--- config.mk ---
export PLATFORM = sky130hd
export DESIGN_NAME = tib36_ctrl
export DESIGN_NICKNAME = d
export VERILOG_FILES = /design/src/tib36_pkg.sv /design/src/tib36_ctrl.sv
export SDC_FILE = /design/constraint.sdc
export NUM_CORES = 1
export LEC_CHECK = 0
export BUFFER_PORTS_ARGS = -buffer_cell sky130_fd_sc_hd__buf_2
export CORE_AREA = 2 2 39 41
export DETAILED_ROUTE_END_ITERATION = 7
export DIE_AREA = 0 0 41 43
export GPL_ROUTABILITY_DRIVEN = 0
export GPL_TIMING_DRIVEN = 0
export PLACE_DENSITY = 0.65
export SKIP_CTS_REPAIR_TIMING = 1
export SYNTH_ARGS = -nofsm -noshare
export SYNTH_HDL_FRONTEND = slang
export SYNTH_SLANG_ARGS = --single-unit
--- constraint.sdc ---
create_clock -name clk_i -period 2.7 [get_ports clk_i]
set_input_delay 0.54 -clock clk_i [delete_from_list [all_inputs] [get_ports clk_i]]
set_output_delay 0.54 -clock clk_i [all_outputs]
set_load 0.01 [all_outputs]
--- src/tib36_pkg.sv ---
`timescale 1ns / 1ps

package tib36_pkg;

  // Sizing of the path buffer and of the digit stores.
  localparam int MAX_PATH_CHARS = 31;
  localparam int MAX_DIGITS     = 8;

  localparam int DIGIT_IDX_W = $clog2(MAX_DIGITS);
  localparam int ND_W        = $clog2(MAX_DIGITS + 1);

  // Field and register widths.
  localparam int IDX_W     = 32;
  localparam int DIV_W     = 16;
  localparam int DEPTH_W   = 4;
  localparam int K_W       = 4;
  localparam int CHAR_W    = 7;
  localparam int DIGIT_W   = 6;
  localparam int TOTAL_W   = 8;
  localparam int DIV_CNT_W = $clog2(IDX_W);
  localparam int CFG_IDX_W = 2;

  // Division by 36 is a shift by two and a multiply by the reciprocal of 9.
  localparam logic [31:0] RECIP_9     = 32'd3817748708;
  localparam int          RECIP_SHIFT = 35;

  // Register indexes of the configuration port.
  localparam logic [CFG_IDX_W-1:0] CFG_TILES_PER_WIDTH  = 2'd0;
  localparam logic [CFG_IDX_W-1:0] CFG_TILES_PER_HEIGHT = 2'd1;
  localparam logic [CFG_IDX_W-1:0] CFG_PATH_DEPTH       = 2'd2;

  localparam logic [DIV_W-1:0]   TILES_PER_WIDTH_RST  = 16'd16;
  localparam logic [DIV_W-1:0]   TILES_PER_HEIGHT_RST = 16'd16;
  localparam logic [DEPTH_W-1:0] PATH_DEPTH_RST       = 4'd2;

  // ASCII codes used in the path.
  localparam logic [CHAR_W-1:0] ASCII_SLASH = 7'h2F;
  localparam logic [CHAR_W-1:0] ASCII_DOT   = 7'h2E;
  localparam logic [CHAR_W-1:0] ASCII_T     = 7'h74;
  localparam logic [CHAR_W-1:0] ASCII_I     = 7'h69;
  localparam logic [CHAR_W-1:0] ASCII_F     = 7'h66;
  localparam logic [CHAR_W-1:0] ASCII_ZERO  = 7'h30;
  localparam logic [CHAR_W-1:0] ASCII_A     = 7'h41;
  localparam logic [CHAR_W-1:0] ASCII_NUL   = 7'h00;

  typedef enum logic [3:0] {
    ST_IDLE,
    ST_DIV,
    ST_DIGIT,
    ST_CHECK,
    ST_E_SLASH0,
    ST_E_HCOL,
    ST_E_HROW,
    ST_E_LSLASH,
    ST_E_LCOL,
    ST_E_LROW,
    ST_E_DOT,
    ST_E_T,
    ST_E_I,
    ST_E_F,
    ST_E_ERR
  } state_e;

  typedef enum logic [2:0] {
    SEL_SLASH,
    SEL_COL,
    SEL_ROW,
    SEL_DOT,
    SEL_T,
    SEL_I,
    SEL_F,
    SEL_ERR
  } char_sel_e;

  // Commands from the controller to the datapath.
  typedef struct packed {
    logic      load;
    logic      div_step;
    logic      dig_step;
    logic      k_load;
    logic      k_dec;
    logic      emit;
    char_sel_e sel;
  } ctrl_cmd_t;

  // Status from the datapath to the controller.
  typedef struct packed {
    logic div_last;
    logic dig_last;
    logic reject;
    logic k_is_depth;
    logic k_is_zero;
    logic depth_zero;
    logic out_free;
  } dp_status_t;

  // Base-36 digit to its ASCII character.
  function automatic logic [CHAR_W-1:0] digit_to_ascii(input logic [DIGIT_W-1:0] d);
    logic [CHAR_W-1:0] dx;
    dx = {1'b0, d};
    if (d < 6'd10) begin
      return ASCII_ZERO + dx;
    end
    return ASCII_A + dx - 7'd10;
  endfunction

endpackage

--- src/tib36_ctrl.sv ---
`timescale 1ns / 1ps

module tib36_ctrl (
  input  logic                   clk_i,
  input  logic                   rst_ni,
  input  logic                   in_valid_i,
  output logic                   in_ready_o,
  input  tib36_pkg::dp_status_t  status_i,
  output tib36_pkg::ctrl_cmd_t   cmd_o
);
  import tib36_pkg::*;

  state_e state_q, state_d;

  // State register.
  always_ff @(posedge clk_i or negedge rst_ni) begin
    if (!rst_ni) begin
      state_q <= ST_IDLE;
    end else begin
      state_q <= state_d;
    end
  end

  // Next state and commands.
  always_comb begin
    state_d      = state_q;
    cmd_o        = '0;
    cmd_o.sel    = SEL_SLASH;
    in_ready_o   = 1'b0;
    case (state_q)
      ST_IDLE: begin
        in_ready_o = 1'b1;
        if (in_valid_i) begin
          cmd_o.load = 1'b1;
          state_d    = ST_DIV;
        end
      end
      ST_DIV: begin
        cmd_o.div_step = 1'b1;
        if (status_i.div_last) begin
          state_d = ST_DIGIT;
        end
      end
      ST_DIGIT: begin
        cmd_o.dig_step = 1'b1;
        if (status_i.dig_last) begin
          state_d = ST_CHECK;
        end
      end
      ST_CHECK: begin
        if (status_i.reject) begin
          state_d = ST_E_ERR;
        end else begin
          cmd_o.k_load = 1'b1;
          state_d      = ST_E_SLASH0;
        end
      end
      ST_E_SLASH0: begin
        cmd_o.sel = SEL_SLASH;
        if (status_i.out_free) begin
          cmd_o.emit = 1'b1;
          state_d    = ST_E_HCOL;
        end
      end
      ST_E_HCOL: begin
        cmd_o.sel = SEL_COL;
        if (status_i.out_free) begin
          cmd_o.emit = 1'b1;
          state_d    = ST_E_HROW;
        end
      end
      ST_E_HROW: begin
        cmd_o.sel = SEL_ROW;
        if (status_i.out_free) begin
          cmd_o.emit  = 1'b1;
          cmd_o.k_dec = 1'b1;
          // The pair at index path_depth closes the high part.
          if (!status_i.k_is_depth) begin
            state_d = ST_E_HCOL;
          end else if (status_i.depth_zero) begin
            state_d = ST_E_DOT;
          end else begin
            state_d = ST_E_LSLASH;
          end
        end
      end
      ST_E_LSLASH: begin
        cmd_o.sel = SEL_SLASH;
        if (status_i.out_free) begin
          cmd_o.emit = 1'b1;
          state_d    = ST_E_LCOL;
        end
      end
      ST_E_LCOL: begin
        cmd_o.sel = SEL_COL;
        if (status_i.out_free) begin
          cmd_o.emit = 1'b1;
          state_d    = ST_E_LROW;
        end
      end
      ST_E_LROW: begin
        cmd_o.sel = SEL_ROW;
        if (status_i.out_free) begin
          cmd_o.emit  = 1'b1;
          cmd_o.k_dec = 1'b1;
          state_d     = status_i.k_is_zero ? ST_E_DOT : ST_E_LSLASH;
        end
      end
      ST_E_DOT: begin
        cmd_o.sel = SEL_DOT;
        if (status_i.out_free) begin
          cmd_o.emit = 1'b1;
          state_d    = ST_E_T;
        end
      end
      ST_E_T: begin
        cmd_o.sel = SEL_T;
        if (status_i.out_free) begin
          cmd_o.emit = 1'b1;
          state_d    = ST_E_I;
        end
      end
      ST_E_I: begin
        cmd_o.sel = SEL_I;
        if (status_i.out_free) begin
          cmd_o.emit = 1'b1;
          state_d    = ST_E_F;
        end
      end
      ST_E_F: begin
        cmd_o.sel = SEL_F;
        if (status_i.out_free) begin
          cmd_o.emit = 1'b1;
          state_d    = ST_IDLE;
        end
      end
      ST_E_ERR: begin
        cmd_o.sel = SEL_ERR;
        if (status_i.out_free) begin
          cmd_o.emit = 1'b1;
          state_d    = ST_IDLE;
        end
      end
      default: begin
        state_d = ST_IDLE;
      end
    endcase
  end

endmodule

# Word level (Yosys, flattened, before mapping)
# Cells that the tools add are included.
[totals]
regBits = 4
latchBits = 0
mem_bits_rw = 0
rom_bits = 0
output_inout_bits = 10
word_cells = 63
mem_count = 0
[op_classes]
addsub = 0
mul = 0
div = 0
magnitude_cmp = 0
n_eq_ne = 27
shifts = 0
muxes = 29
n_bitwise = 0
n_reduce_logical = 6
[ops]
columns = ["cell", "n"]
rows = [
  ["two-way mux 4 bit", 17],
  ["one-hot mux 4 bit (14 select lines)", 1],
  ["one-hot mux 4 bit (8 select lines)", 1],
  ["== test 4 bit, second input constant", 7],
  ["!= test 2 bit, second input constant", 12],
  ["== test 4 x 3 -> 1 bit, second input constant", 4],
  ["AND reduction 13 bit", 1],
  ["two-way mux 1 bit", 9],
  ["== test 4 x 2 -> 1 bit, second input constant", 2],
  ["OR reduction 2 bit", 4],
  ["== test 4 x 1 -> 1 bit, second input constant", 1],
  ["zero test 4 bit", 1],
  ["two-way mux 2 bit", 1],
  ["!= test 2 x 1 -> 1 bit, second input constant", 1],
]

# Longest topological paths before layout
# Gate-level depths: netlist (run 1).
[logic_depth]
depth_word = 4
depth_mapped = 5

# Worst setup path after synthesis (run 1)
# Ideal clock, no wire load.
[synth_timing]
path_type = "reg-to-output"
start = "reg state_q[1]"
end = "out cmd_o[4] (netlist name)"
t_arrival_ps = 1140
required_ps = 2160
path_slack_ps = 1020
path_stages_with_launch = 6
n_path_buf = 1
path_cell_list = "dfrtp_1 > buf_4 > nor2b_1 > nand2_1 > o22ai_1 > and2_1"
[synth_lines]
columns = ["item", "line_no", "text"]
rows = [
  ["from (decl)", "tib36_ctrl.sv:13", "state_e state_q, state_d;"],
  ["from (signal assigned)", "tib36_ctrl.sv:20", "state_q <= state_d;"],
  ["to (decl)", "tib36_ctrl.sv:9", "output tib36_pkg::ctrl_cmd_t cmd_o"],
]

==> results.md, run 1 <==
- Status: finished clean
- Crit share post-route: 78.92%
- Delay-heaviest family, CP: flip-flops
- #FFs+latches synth: 4
- Wirelength per Cell: 12.26 microns
- Worst R2R Setup Slack: 1030 ps
- Initial core utilization: 36.98%
- Die Ht: 43 microns
- Slew HR: 72.54%
- XOR/XNOR Fraction of Synth Area: 1.711%
- Maximum vdd drop: 521.5 uV
- Row count: 14
- CP startpoint: state_q[1]
- Final cell count without fillers: 106
- IO Pins: 20
- Async S/R FF share, synth: 100.0%
- Critical-path top delay cell: dfrtp_1
- Die X: 41 microns
- RSZ-0062 raised after global routing: no
- Placed cell count: 103
- Register area share after synthesis: 19.56%
- Drt first-iter violations: 37
- Achievable Freq: 0.4693 GHz
- Synthesis-to-finish area growth: 26.89%
- Clk network pwr share: 8.6%
- Initial antenna violation count: 0
- Buf/Inv on CP: 2
- Synth cell types: 32
- Routed wire length: 1300 microns
- Post-synthesis adder-cell area fraction: 0%
- Layout Skew: 1.909 ps
- Met1 global-route usage: 22.80%
- Delay of the slowest cell on the worst path: 460 ps
- CTS sink cnt: 4
- Met2 usage: 26.88%
- Post-Synthesis Cell Area: 511.7 sq um
- Critical path class: flip-flop to output pin
- Worst hold margin: 101.6 ps
- Max Root-Sink Buffers: 2
- Fin crit period: 2131 ps
- Mapped Cells: 68
- Pins Over Slew Limit: 0
- Yosys warnings: 0
- TritonCTS buffer count: 3
- Crit-path cells: buf_4, nor2b_1, nand2_1, o22ai_1, and2_1, buf_2
- HPWL after DPL: 999.3 microns
- DRC: 0
- Via count: 602
- Root Driver: clkbuf_4
- Largest net degree at the start of global routing: 11
- Compound-gate portion of the synthesized area: 30.32%
- Commonest non-fill, non-tap cell in the layout: buf_2
- Skew-Pair Late Insertion Delay: 230 ps
- Tot GR Track Use: 17.54%
- Internal: 417.6 uW
- Most frequent cells in the layout: 20 x buf_2, 6 x nand2_1, 5 x nor2_1, 4 x nor2b_1, 4 x dfrtp_1
- Top Registers: state_q (4)
- Crit-path max FO: 10
- Nets: 102
- Switch share: 50.28%
- Antenna cells: 0
- TNS Setup: 0 ps
- Crit start category: flip-flop
- GR Util met3: 6.283%
- Mux cell area share after synthesis: 7.824%
- Static leakage: 0.3061 nW
- Final Setup Violations: 0
- Routed Antenna Nets: 0
- Switch Pwr: 422.3 uW
- Layout cells sized above 1: 31.11%
- Fin util: 46.93%
- Max Cap Viol: 0
- CTS tree: yes
- Via-per-instance ratio: 5.679
- Largest family of logic cells by synthesized area: simple AND/OR/NAND/NOR gates
- DR pass1 iterations: 4
- Crit end category: output pin
- Avg Synthesized Cell Area: 7.526 sq um
- Post-Syn Nets: 78
- Synth Flop Type: dfrtp_1
- Req. time, crit path: 2160 ps
- Top reg by flops: state_q
- Synth Area in Simple Gates: 34.47%
- Top Usage Layer GRT: met2
- R2r startpoint: state_q[0]
- Pwr/cell area: 1293 nW/um^2
- DIE AREA: 1763 sq um
- Filler cell count: 141
- Final count of hold timing violations: 0
- Vias in the first global route: 522
- Core ar.: 1384 sq um
- Clock Pin Slew Worst Setup and Hold Paths: 40 ps
- Port-buffer cells: 19
- Worst Hold Class: primary input to asynchronous set/reset pin
- Post-synth EDFFs: 0
- Pwr Total: 839.9 uW
- Comb power frac: 73.3%
- Slew @ Worst Pin: 411.9 ps
- Congestion Overflow GR: 0
- Data arrival, critical path: 1590 ps
- H-tree depth: 1
- First-pass GRT wire length: 2152 microns
- Max FFs per register: 4
- Register share of total power: 18.1%
-- metrics by stage --
| stage | worst slack, ps | instance area [sq um] |
|---|---|---|
| detailed placement | 822.6 | 626.9 |
| global route | 434.2 | 649.4 |
| global placement | 841.5 | 626.9 |
| CTS | 564.0 | 649.4 |
| finish | 569.3 | 649.4 |
| floorplan | 1020 | 511.7 |
-- worst reg2reg max path: stages, from the launching register on --
cell and delay (ps):
dfrtp_1 470, mux2_4 340, o221ai_4 200, and3_4 240, mux2_4 300
-- power by group through the flow --
stage	combinational (mW)	sequential [mW]	clock [mW]
finish	0.615	0.152	0.0722
global route	0.687	0.160	0.0822
CTS	0.615	0.150	0.0778
detailed placement	0.611	0.153	0
global placement	0.614	0.152	0
floorplan	0.473	0.137	0
-- per-layer routing --
layer	vias up	routed length, microns
li1	301	-
met1	275	534
met2	26	667
met3	0	97
met4	0	0
met5	-	0
-- logic make-up after synthesis --
kind of cell / after synthesis
buffers and inverters: 7
XOR/XNOR: 1
AND/OR/NAND/NOR: 33
AO/OA/AOI/OAI: 20
flip-flops: 4
multiplexers: 3
-- cell usage after synthesis, types with 3 or more instances --
master / number / area share, %
nand2_1: 6 / 4.4
nor2_1: 5 / 3.7
dfrtp_1: 4 / 20
nor2b_1: 4 / 4.9
inv_1: 3 / 2.2
nand2b_1: 3 / 3.7
nand3_1: 3 / 2.9
nor3_1: 3 / 2.9
o211ai_1: 3 / 4.4
o21ai_0: 3 / 2.9
-- worst paths after layout --
| check | to | depth (start not counted) |
|---|---|---|
| setup / recovery | cmd_o[4] | 6 |
| hold / removal | state_q[1] | 1 |
| setup reg to reg | state_q[0] | 4 |
| hold reg to reg | state_q[2] | 3 |
| max in group asynchronous | state_q[2] | 1 |
| min in group clk_i | state_q[1] | 4 |
-- area by class of cell --
cell class / count / area, sq um / area share [%]
Multi-Input combinational cell: 57 / 380.4 / 58.57
Timing Repair Buffer: 19 / 95.09 / 14.64
Tap cell: 16 / 20.02 / 3.083
Inverter: 3 / 11.26 / 1.734
Clock buffer: 3 / 22.52 / 3.468
Sequential cell: 4 / 100.1 / 15.41
Buffer: 4 / 20.02 / 3.083
(Power assumes the default switching activity.)
==> inputs of run 2 (changes only) <==
--- a/config.mk
+++ b/config.mk
@@ -11,7 +11,7 @@
 export DIE_AREA = 0 0 41 43
 export GPL_ROUTABILITY_DRIVEN = 0
 export GPL_TIMING_DRIVEN = 0
-export PLACE_DENSITY = 0.65
+export PLACE_DENSITY = 0.68
 export SKIP_CTS_REPAIR_TIMING = 1
 export SYNTH_ARGS = -nofsm -noshare
 export SYNTH_HDL_FRONTEND = slang
==> constraint.sdc (replaced) <==
create_clock -name clk_i -period 1.7 [get_ports clk_i]
set_input_delay 0.34 -clock clk_i [delete_from_list [all_inputs] [get_ports clk_i]]
set_output_delay 0.34 -clock clk_i [all_outputs]
set_load 0.01 [all_outputs]
==> results.md, run 2 (synthesized netlist as in run 1, its figures left out) <==
- DR pass1 iterations: 4 (unchanged)
- Via count: 644 (+7.0%)
- Critical path class: flip-flop to output pin
- Pwr/cell area: 2118 nW/um^2 (+64%)
- Crit start category: flip-flop
- Maximum vdd drop: 772.1 uV (+48%)
- Max FFs per register: 4 (unchanged)
- Initial antenna violation count: 0 (unchanged)
- Switch share: 48.47% (-1.8 points)
- Fin crit period: 1753 ps
- Status: complete, but fails checks
- RSZ-0062 raised after global routing: yes
- Wirelength per Cell: 13.90 microns (+13%)
- Commonest non-fill, non-tap cell in the layout: buf_2
- Delay-heaviest family, CP: flip-flops
- Layout cells sized above 1: 44.21% (+13 points)
- Final Setup Violations: 2 (+2)
- Port-buffer cells: 19 (unchanged)
- Data arrival, critical path: 1410 ps (-180 ps)
- Largest net degree at the start of global routing: 11 (unchanged)
- First-pass GRT wire length: 2380 microns (+11%)
- Filler cell count: 127 (-9.9%)
- Switch Pwr: 748.7 uW (+77%)
- Slew @ Worst Pin: 274.3 ps (-137.6 ps)
- Comb power frac: 75.3% (+2.0 points)
- Root Driver: clkbuf_4
- Clock Pin Slew Worst Setup and Hold Paths: 40 ps (about the same)
- Failing checks: setup timing
- Synthesis-to-finish area growth: 42.54%
- Cell depth of the worst setup path: 5 (-1)
- Crit-path cells: buf_6, nand2b_2, o22ai_1, and2_1, buf_2
- Via-per-instance ratio: 5.802 (+2.2%)
- Core ar.: 1384 sq um (unchanged)
- Routed Antenna Nets: 0 (unchanged)
- DRC: 0 (unchanged)
- Worst R2R Setup Slack: 40 ps (-990 ps)
- Die X: 41 microns (unchanged)
- Congestion Overflow GR: 0 (unchanged)
- IO Pins: 20 (unchanged)
- Slew HR: 81.71% (+9.2 points)
- Static leakage: 0.3429 nW (+12%)
- H-tree depth: 1 (unchanged)
- Tot GR Track Use: 19.72% (+2.2 points)
- Sequential cell area: 103.9 sq um (+3.8%)
- Clk network pwr share: 7.9% (-0.7 points)
- Initial core utilization: 36.98% (unchanged)
- Skew-Pair Late Insertion Delay: 240 ps (about the same)
- Vias in the first global route: 554 (+6.1%)
- Delay of the slowest cell on the worst path: 430 ps (-30 ps)
- Worst-case reg-to-reg path depth: 4 (unchanged)
- HPWL after DPL: 1047 microns (+4.8%)
- Max Cap Viol: 0 (unchanged)
- Register share of total power: 16.8% (-1.3 points)
- Top Registers: state_q (4)
- Buf/Inv on CP: 2 (unchanged)
- Internal: 795.9 uW (+91%)
- Max Root-Sink Buffers: 2 (unchanged)
- Req. time, crit path: 1360 ps (-800 ps)
- Pins Over Slew Limit: 0 (unchanged)
- Worst Hold Class: primary input to asynchronous set/reset pin
- CTS tree: yes
- Most frequent cells in the layout: 19 x buf_2, 6 x nand2_1, 5 x buf_4, 4 x clkbuf_4
- Nets: 107 (+4.9%)
- DIE AREA: 1763 sq um (unchanged)
- Drt first-iter violations: 15 (-59%)
- PnR worst setup slack: -53.17 ps (-622.5 ps)
- Layout Skew: 4.510 ps (+2.601 ps)
- Final count of hold timing violations: 0 (unchanged)
- Place WS: 21.92 ps (-800.6 ps)
- Die Ht: 43 microns (unchanged)
- Antenna cells: 0 (unchanged)
- CTS sink cnt: 4 (unchanged)
- Crit-path max FO: 8 (-2)
- Achievable Freq: 0.5704 GHz
- Area of the multi-input gates: 399.1 sq um (+4.9%)
- Top reg by flops: state_q
- Routed wire length: 1543 microns (+19%)
- Critical-path top delay cell: dfrtp_2
- Crit share post-route: 103.1%
- Crit end category: output pin
- Row count: 14 (unchanged)
- TNS Setup: -65.94 ps (-65.94 ps)
- TritonCTS buffer count: 3 (unchanged)
run 2: cell count changes in the layout (fill, tap and decap cells not counted), sizes merged:
cell,previous run,this run
dlygate4sd3,0,1
buf,21,26
clkbuf,5,4
run 2: area by class of cell:
cell class | instances | area share (%)
plain buffers | 4 | 5.146
clock buffers | 3 | 3.087
inverters | 3 | 1.544
multi-input cells | 57 | 54.72
flip-flops and latches | 4 | 14.24
well taps | 16 | 2.744
repair buffers | 24 | 18.52
run 2: per-layer routing:
layer / global-route usage (%) / up-vias / wire, microns
li1: - / 311 / -
met2: 30.94 / 21 / 809
met3: 6.283 / 2 / 73
met1: 24.60 / 310 / 654
met4: 6.000 / 0 / 5
met5: 0 / - / 0
run 2: path summary, 6_finish.rpt:
path	startpoint	end
max reg2reg	state_q[0]	state_q[0]
max	state_q[1]	cmd_o[4]
min in group clk_i	status_i[3]	state_q[1]
max in group asynchronous	rst_ni	state_q[0]
min reg2reg	state_q[3]	state_q[2]
min	rst_ni	state_q[3]
run 2: metrics by stage:
| stage | utilization (%) | area (sq um) | hold slack (ps) | instances | total power, mW |
|---|---|---|---|---|---|
| 2_1_floorplan | - | 511.7 | 44.41 | 68 | 0.9683 |
| 3_3_place_gp | 45.30 | 626.9 | 143.2 | 103 | 1.216 |
| 3_5_place_dp | 45.30 | 626.9 | 146.1 | 103 | 1.222 |
| 4_1_cts | 46.93 | 649.4 | -103.6 | 106 | 1.349 |
| 5_1_grt | 52.71 | 729.5 | 447.1 | 111 | 1.676 |
| 6_report | 52.71 | 729.5 | 439.0 | 111 | 1.545 |
run 2: power by group through the flow:
stage | Clock [mW] | Combinational, mW | Sequential, mW
CTS | 0.122 | 0.988 | 0.239
global route | 0.130 | 1.28 | 0.267
floorplan | 0 | 0.751 | 0.217
global placement | 0 | 0.974 | 0.242
detailed placement | 0 | 0.982 | 0.240
finish | 0.122 | 1.16 | 0.259
==> inputs of run 3 (changes only) <==
--- a/config.mk
+++ b/config.mk
@@ -6,12 +6,13 @@
 export NUM_CORES = 1
 export LEC_CHECK = 0
 export BUFFER_PORTS_ARGS = -buffer_cell sky130_fd_sc_hd__buf_2
-export CORE_AREA = 2 2 39 41
+export CELL_PAD_IN_SITES_DETAIL_PLACEMENT = 1
+export CELL_PAD_IN_SITES_GLOBAL_PLACEMENT = 1
+export CORE_UTILIZATION = 32
 export DETAILED_ROUTE_END_ITERATION = 7
-export DIE_AREA = 0 0 41 43
 export GPL_ROUTABILITY_DRIVEN = 0
 export GPL_TIMING_DRIVEN = 0
-export PLACE_DENSITY = 0.68
+export PLACE_DENSITY_LB_ADDON = 0.1
 export SKIP_CTS_REPAIR_TIMING = 1
 export SYNTH_ARGS = -nofsm -noshare
 export SYNTH_HDL_FRONTEND = slang
==> constraint.sdc (replaced) <==
create_clock -name clk_i -period 1.79 [get_ports clk_i]
set_input_delay 0.358 -clock clk_i [delete_from_list [all_inputs] [get_ports clk_i]]
set_output_delay 0.358 -clock clk_i [all_outputs]
set_load 0.01 [all_outputs]
==> results.md, run 3 (synthesized netlist as in run 1, its figures left out) <==
- Final count of hold timing violations: 0 (unchanged)
- Vias in the first global route: 561 (+1.3%)
- R2r startpoint: state_q[0]
- Layout Skew: 1.712 ps (-2.799 ps)
- Commonest non-fill, non-tap cell in the layout: buf_2
- Crit-path cells: buf_6, nor2b_4, nand2_2, o22ai_2, and2_1, buf_2
- DIE AREA: 1763 sq um (about the same)
- DR pass1 iterations: 4 (unchanged)
- Pwr/cell area: 2024 nW/um^2 (-4.4%)
- Worst R2R Setup Slack: 50 ps (about the same)
- Die Ht: 41.99 microns (-2.3%)
- Final cell count without fillers: 114 (+2.7%)
- Sequential cell area: 105.1 sq um (+1.2%)
- Req. time, crit path: 1430 ps (+70 ps)
- IO Pins: 20 (unchanged)
- Slew @ Worst Pin: 310.8 ps (+36.43 ps)
- Row count: 14 (unchanged)
- Skew-Pair Late Insertion Delay: 230 ps (about the same)
- Max Root-Sink Buffers: 2 (unchanged)
- Clk network pwr share: 7.2% (-0.7 points)
- CTS sink cnt: 4 (unchanged)
- Slew HR: 78.96% (-2.8 points)
- Congestion Overflow GR: 0 (unchanged)
- Die X: 41.99 microns (+2.4%)
- Delay of the slowest cell on the worst path: 410 ps (-20 ps)
- Maximum vdd drop: 944.5 uV (+22%)
- Critical path class: flip-flop to output pin
- Status: finished clean
- Routed Antenna Nets: 0 (unchanged)
- Place WS: 22.72 ps (+0.8041 ps)
- Antenna cells: 0 (unchanged)
- Core ar.: 1506 sq um (+8.9%)
- H-tree depth: 1 (unchanged)
- Switch Pwr: 732.5 uW (-2.2%)
- Data arrival, critical path: 1390 ps (-20 ps)
- Crit end category: output pin
- Wirelength per Cell: 14.67 microns (+5.5%)
- First-pass GRT wire length: 2566 microns (+7.8%)
- TritonCTS buffer count: 3 (unchanged)
- Static leakage: 0.3622 nW (+5.6%)
- Critical-path top delay cell: dfrtp_2
- Area of the multi-input gates: 407.9 sq um (+2.2%)
- Routed wire length: 1672 microns (+8.4%)
- RSZ-0062 raised after global routing: yes
- Internal: 802.5 uW (+0.82%)
- Achievable Freq: 0.5720 GHz
- Crit start category: flip-flop
- Port-buffer cells: 19 (unchanged)
- CTS tree: yes
- Worst Hold Class: primary input to asynchronous set/reset pin
- Fin crit period: 1748 ps
- Tot GR Track Use: 18.79% (-0.93 points)
- Via-per-instance ratio: 5.553 (-4.3%)
- Placed cell count: 103 (unchanged)
- HPWL after DPL: 1230 microns (+18%)
- Synthesis-to-finish area growth: 48.17%
- Switch share: 47.72% (-0.75 points)
- PnR worst setup slack: 41.63 ps (+94.80 ps)
- Top reg by flops: state_q
- Register share of total power: 16.2% (-0.6 points)
- Pwr Total: 1.535 mW (-0.63%)
- Initial antenna violation count: 0 (unchanged)
- Top Registers: state_q (4)
- Max FFs per register: 4 (unchanged)
- Clock Pin Slew Worst Setup and Hold Paths: 40 ps (about the same)
- Max Cap Viol: 0 (unchanged)
- Root Driver: clkbuf_4
- Worst-case reg-to-reg path depth: 5 (+1)
- Comb power frac: 76.6% (+1.3 points)
- Largest net degree at the start of global routing: 11 (unchanged)
- Most frequent cells in the layout: 19 x buf_2, 8 x buf_4, 5 x nor2_1, 5 x clkbuf_4, 5 x nand2_1
- Drt first-iter violations: 4 (-11)
- Nets: 110 (+2.8%)
- Pins Over Slew Limit: 0 (unchanged)
- Via count: 633 (-1.7%)
- Final Setup Violations: 0 (-2)
- Crit-path max FO: 7 (-1)
- Initial core utilization: 33.97% (-3.0 points)
- Filler cell count: 192 (+51%)
- Crit share post-route: 97.67%
- DRC: 0 (unchanged)
- Reg2reg end: state_q[0]
- Layout cells sized above 1: 46.94% (+2.7 points)
==> run 3: power by group through the flow <==
stage | sequential [mW] | combinational [mW] | clock (mW)
floorplan | 0.206 | 0.714 | 0
global placement | 0.239 | 0.943 | 0
detailed placement | 0.241 | 0.955 | 0
CTS | 0.239 | 0.958 | 0.114
global route | 0.257 | 1.29 | 0.123
finish | 0.248 | 1.18 | 0.110
==> run 3: stage by stage <==
stage	cell area [sq um]	utilization [%]	hold slack [ps]	setup TNS, ps
6_report	758.2	50.33	467.8	0
5_1_grt	758.2	50.33	481.6	-33.34
4_1_cts	649.4	43.11	-80.53	-341.5
3_5_place_dp	626.9	41.61	164.0	0
3_3_place_gp	626.9	41.61	161.6	0
2_1_floorplan	511.7	-	62.41	0
==> run 3: critical path: cells and delay by family (launching register included) <==
| family | cells | cell delay, ps |
|---|---|---|
| flip-flops | 1 | 410 |
| AND/OR/NAND/NOR | 3 | 350 |
| buffers and inverters | 2 | 260 |
| AO/OA/AOI/OAI | 1 | 150 |
==> run 3: area by class of cell <==
| class | count | share of cell area, % |
|---|---|---|
| Clock buffer | 3 | 2.970 |
| Inverter | 3 | 1.485 |
| Buffer | 4 | 4.455 |
| Multi-Input combinational cell | 57 | 53.80 |
| Timing Repair Buffer | 27 | 20.79 |
| Tap cell | 16 | 2.640 |
| Sequential cell | 4 | 13.86 |
==> run 3: worst max-delay path by stage <==
stage / startpoint / endpoint / depth (start not counted)
finish: state_q[1] / cmd_o[4] / 6
global route: state_q[1] / cmd_o[4] / 6
CTS: state_q[1] / cmd_o[4] / 6
detailed placement: state_q[1] / cmd_o[4] / 6
global placement: state_q[1] / cmd_o[4] / 6
floorplan: state_q[0] / state_q[0] / 4
==> run 3: per-layer routing <==
| layer | vias up | share of wire (%) | GRT usage [%] |
|---|---|---|---|
| met5 | - | 0 | 0 |
| met4 | 0 | 0 | 5.806 |
| met3 | 0 | 2.3 | 1.724 |
| met2 | 10 | 50 | 29.38 |
| met1 | 309 | 47 | 27.30 |
| li1 | 314 | - | - |
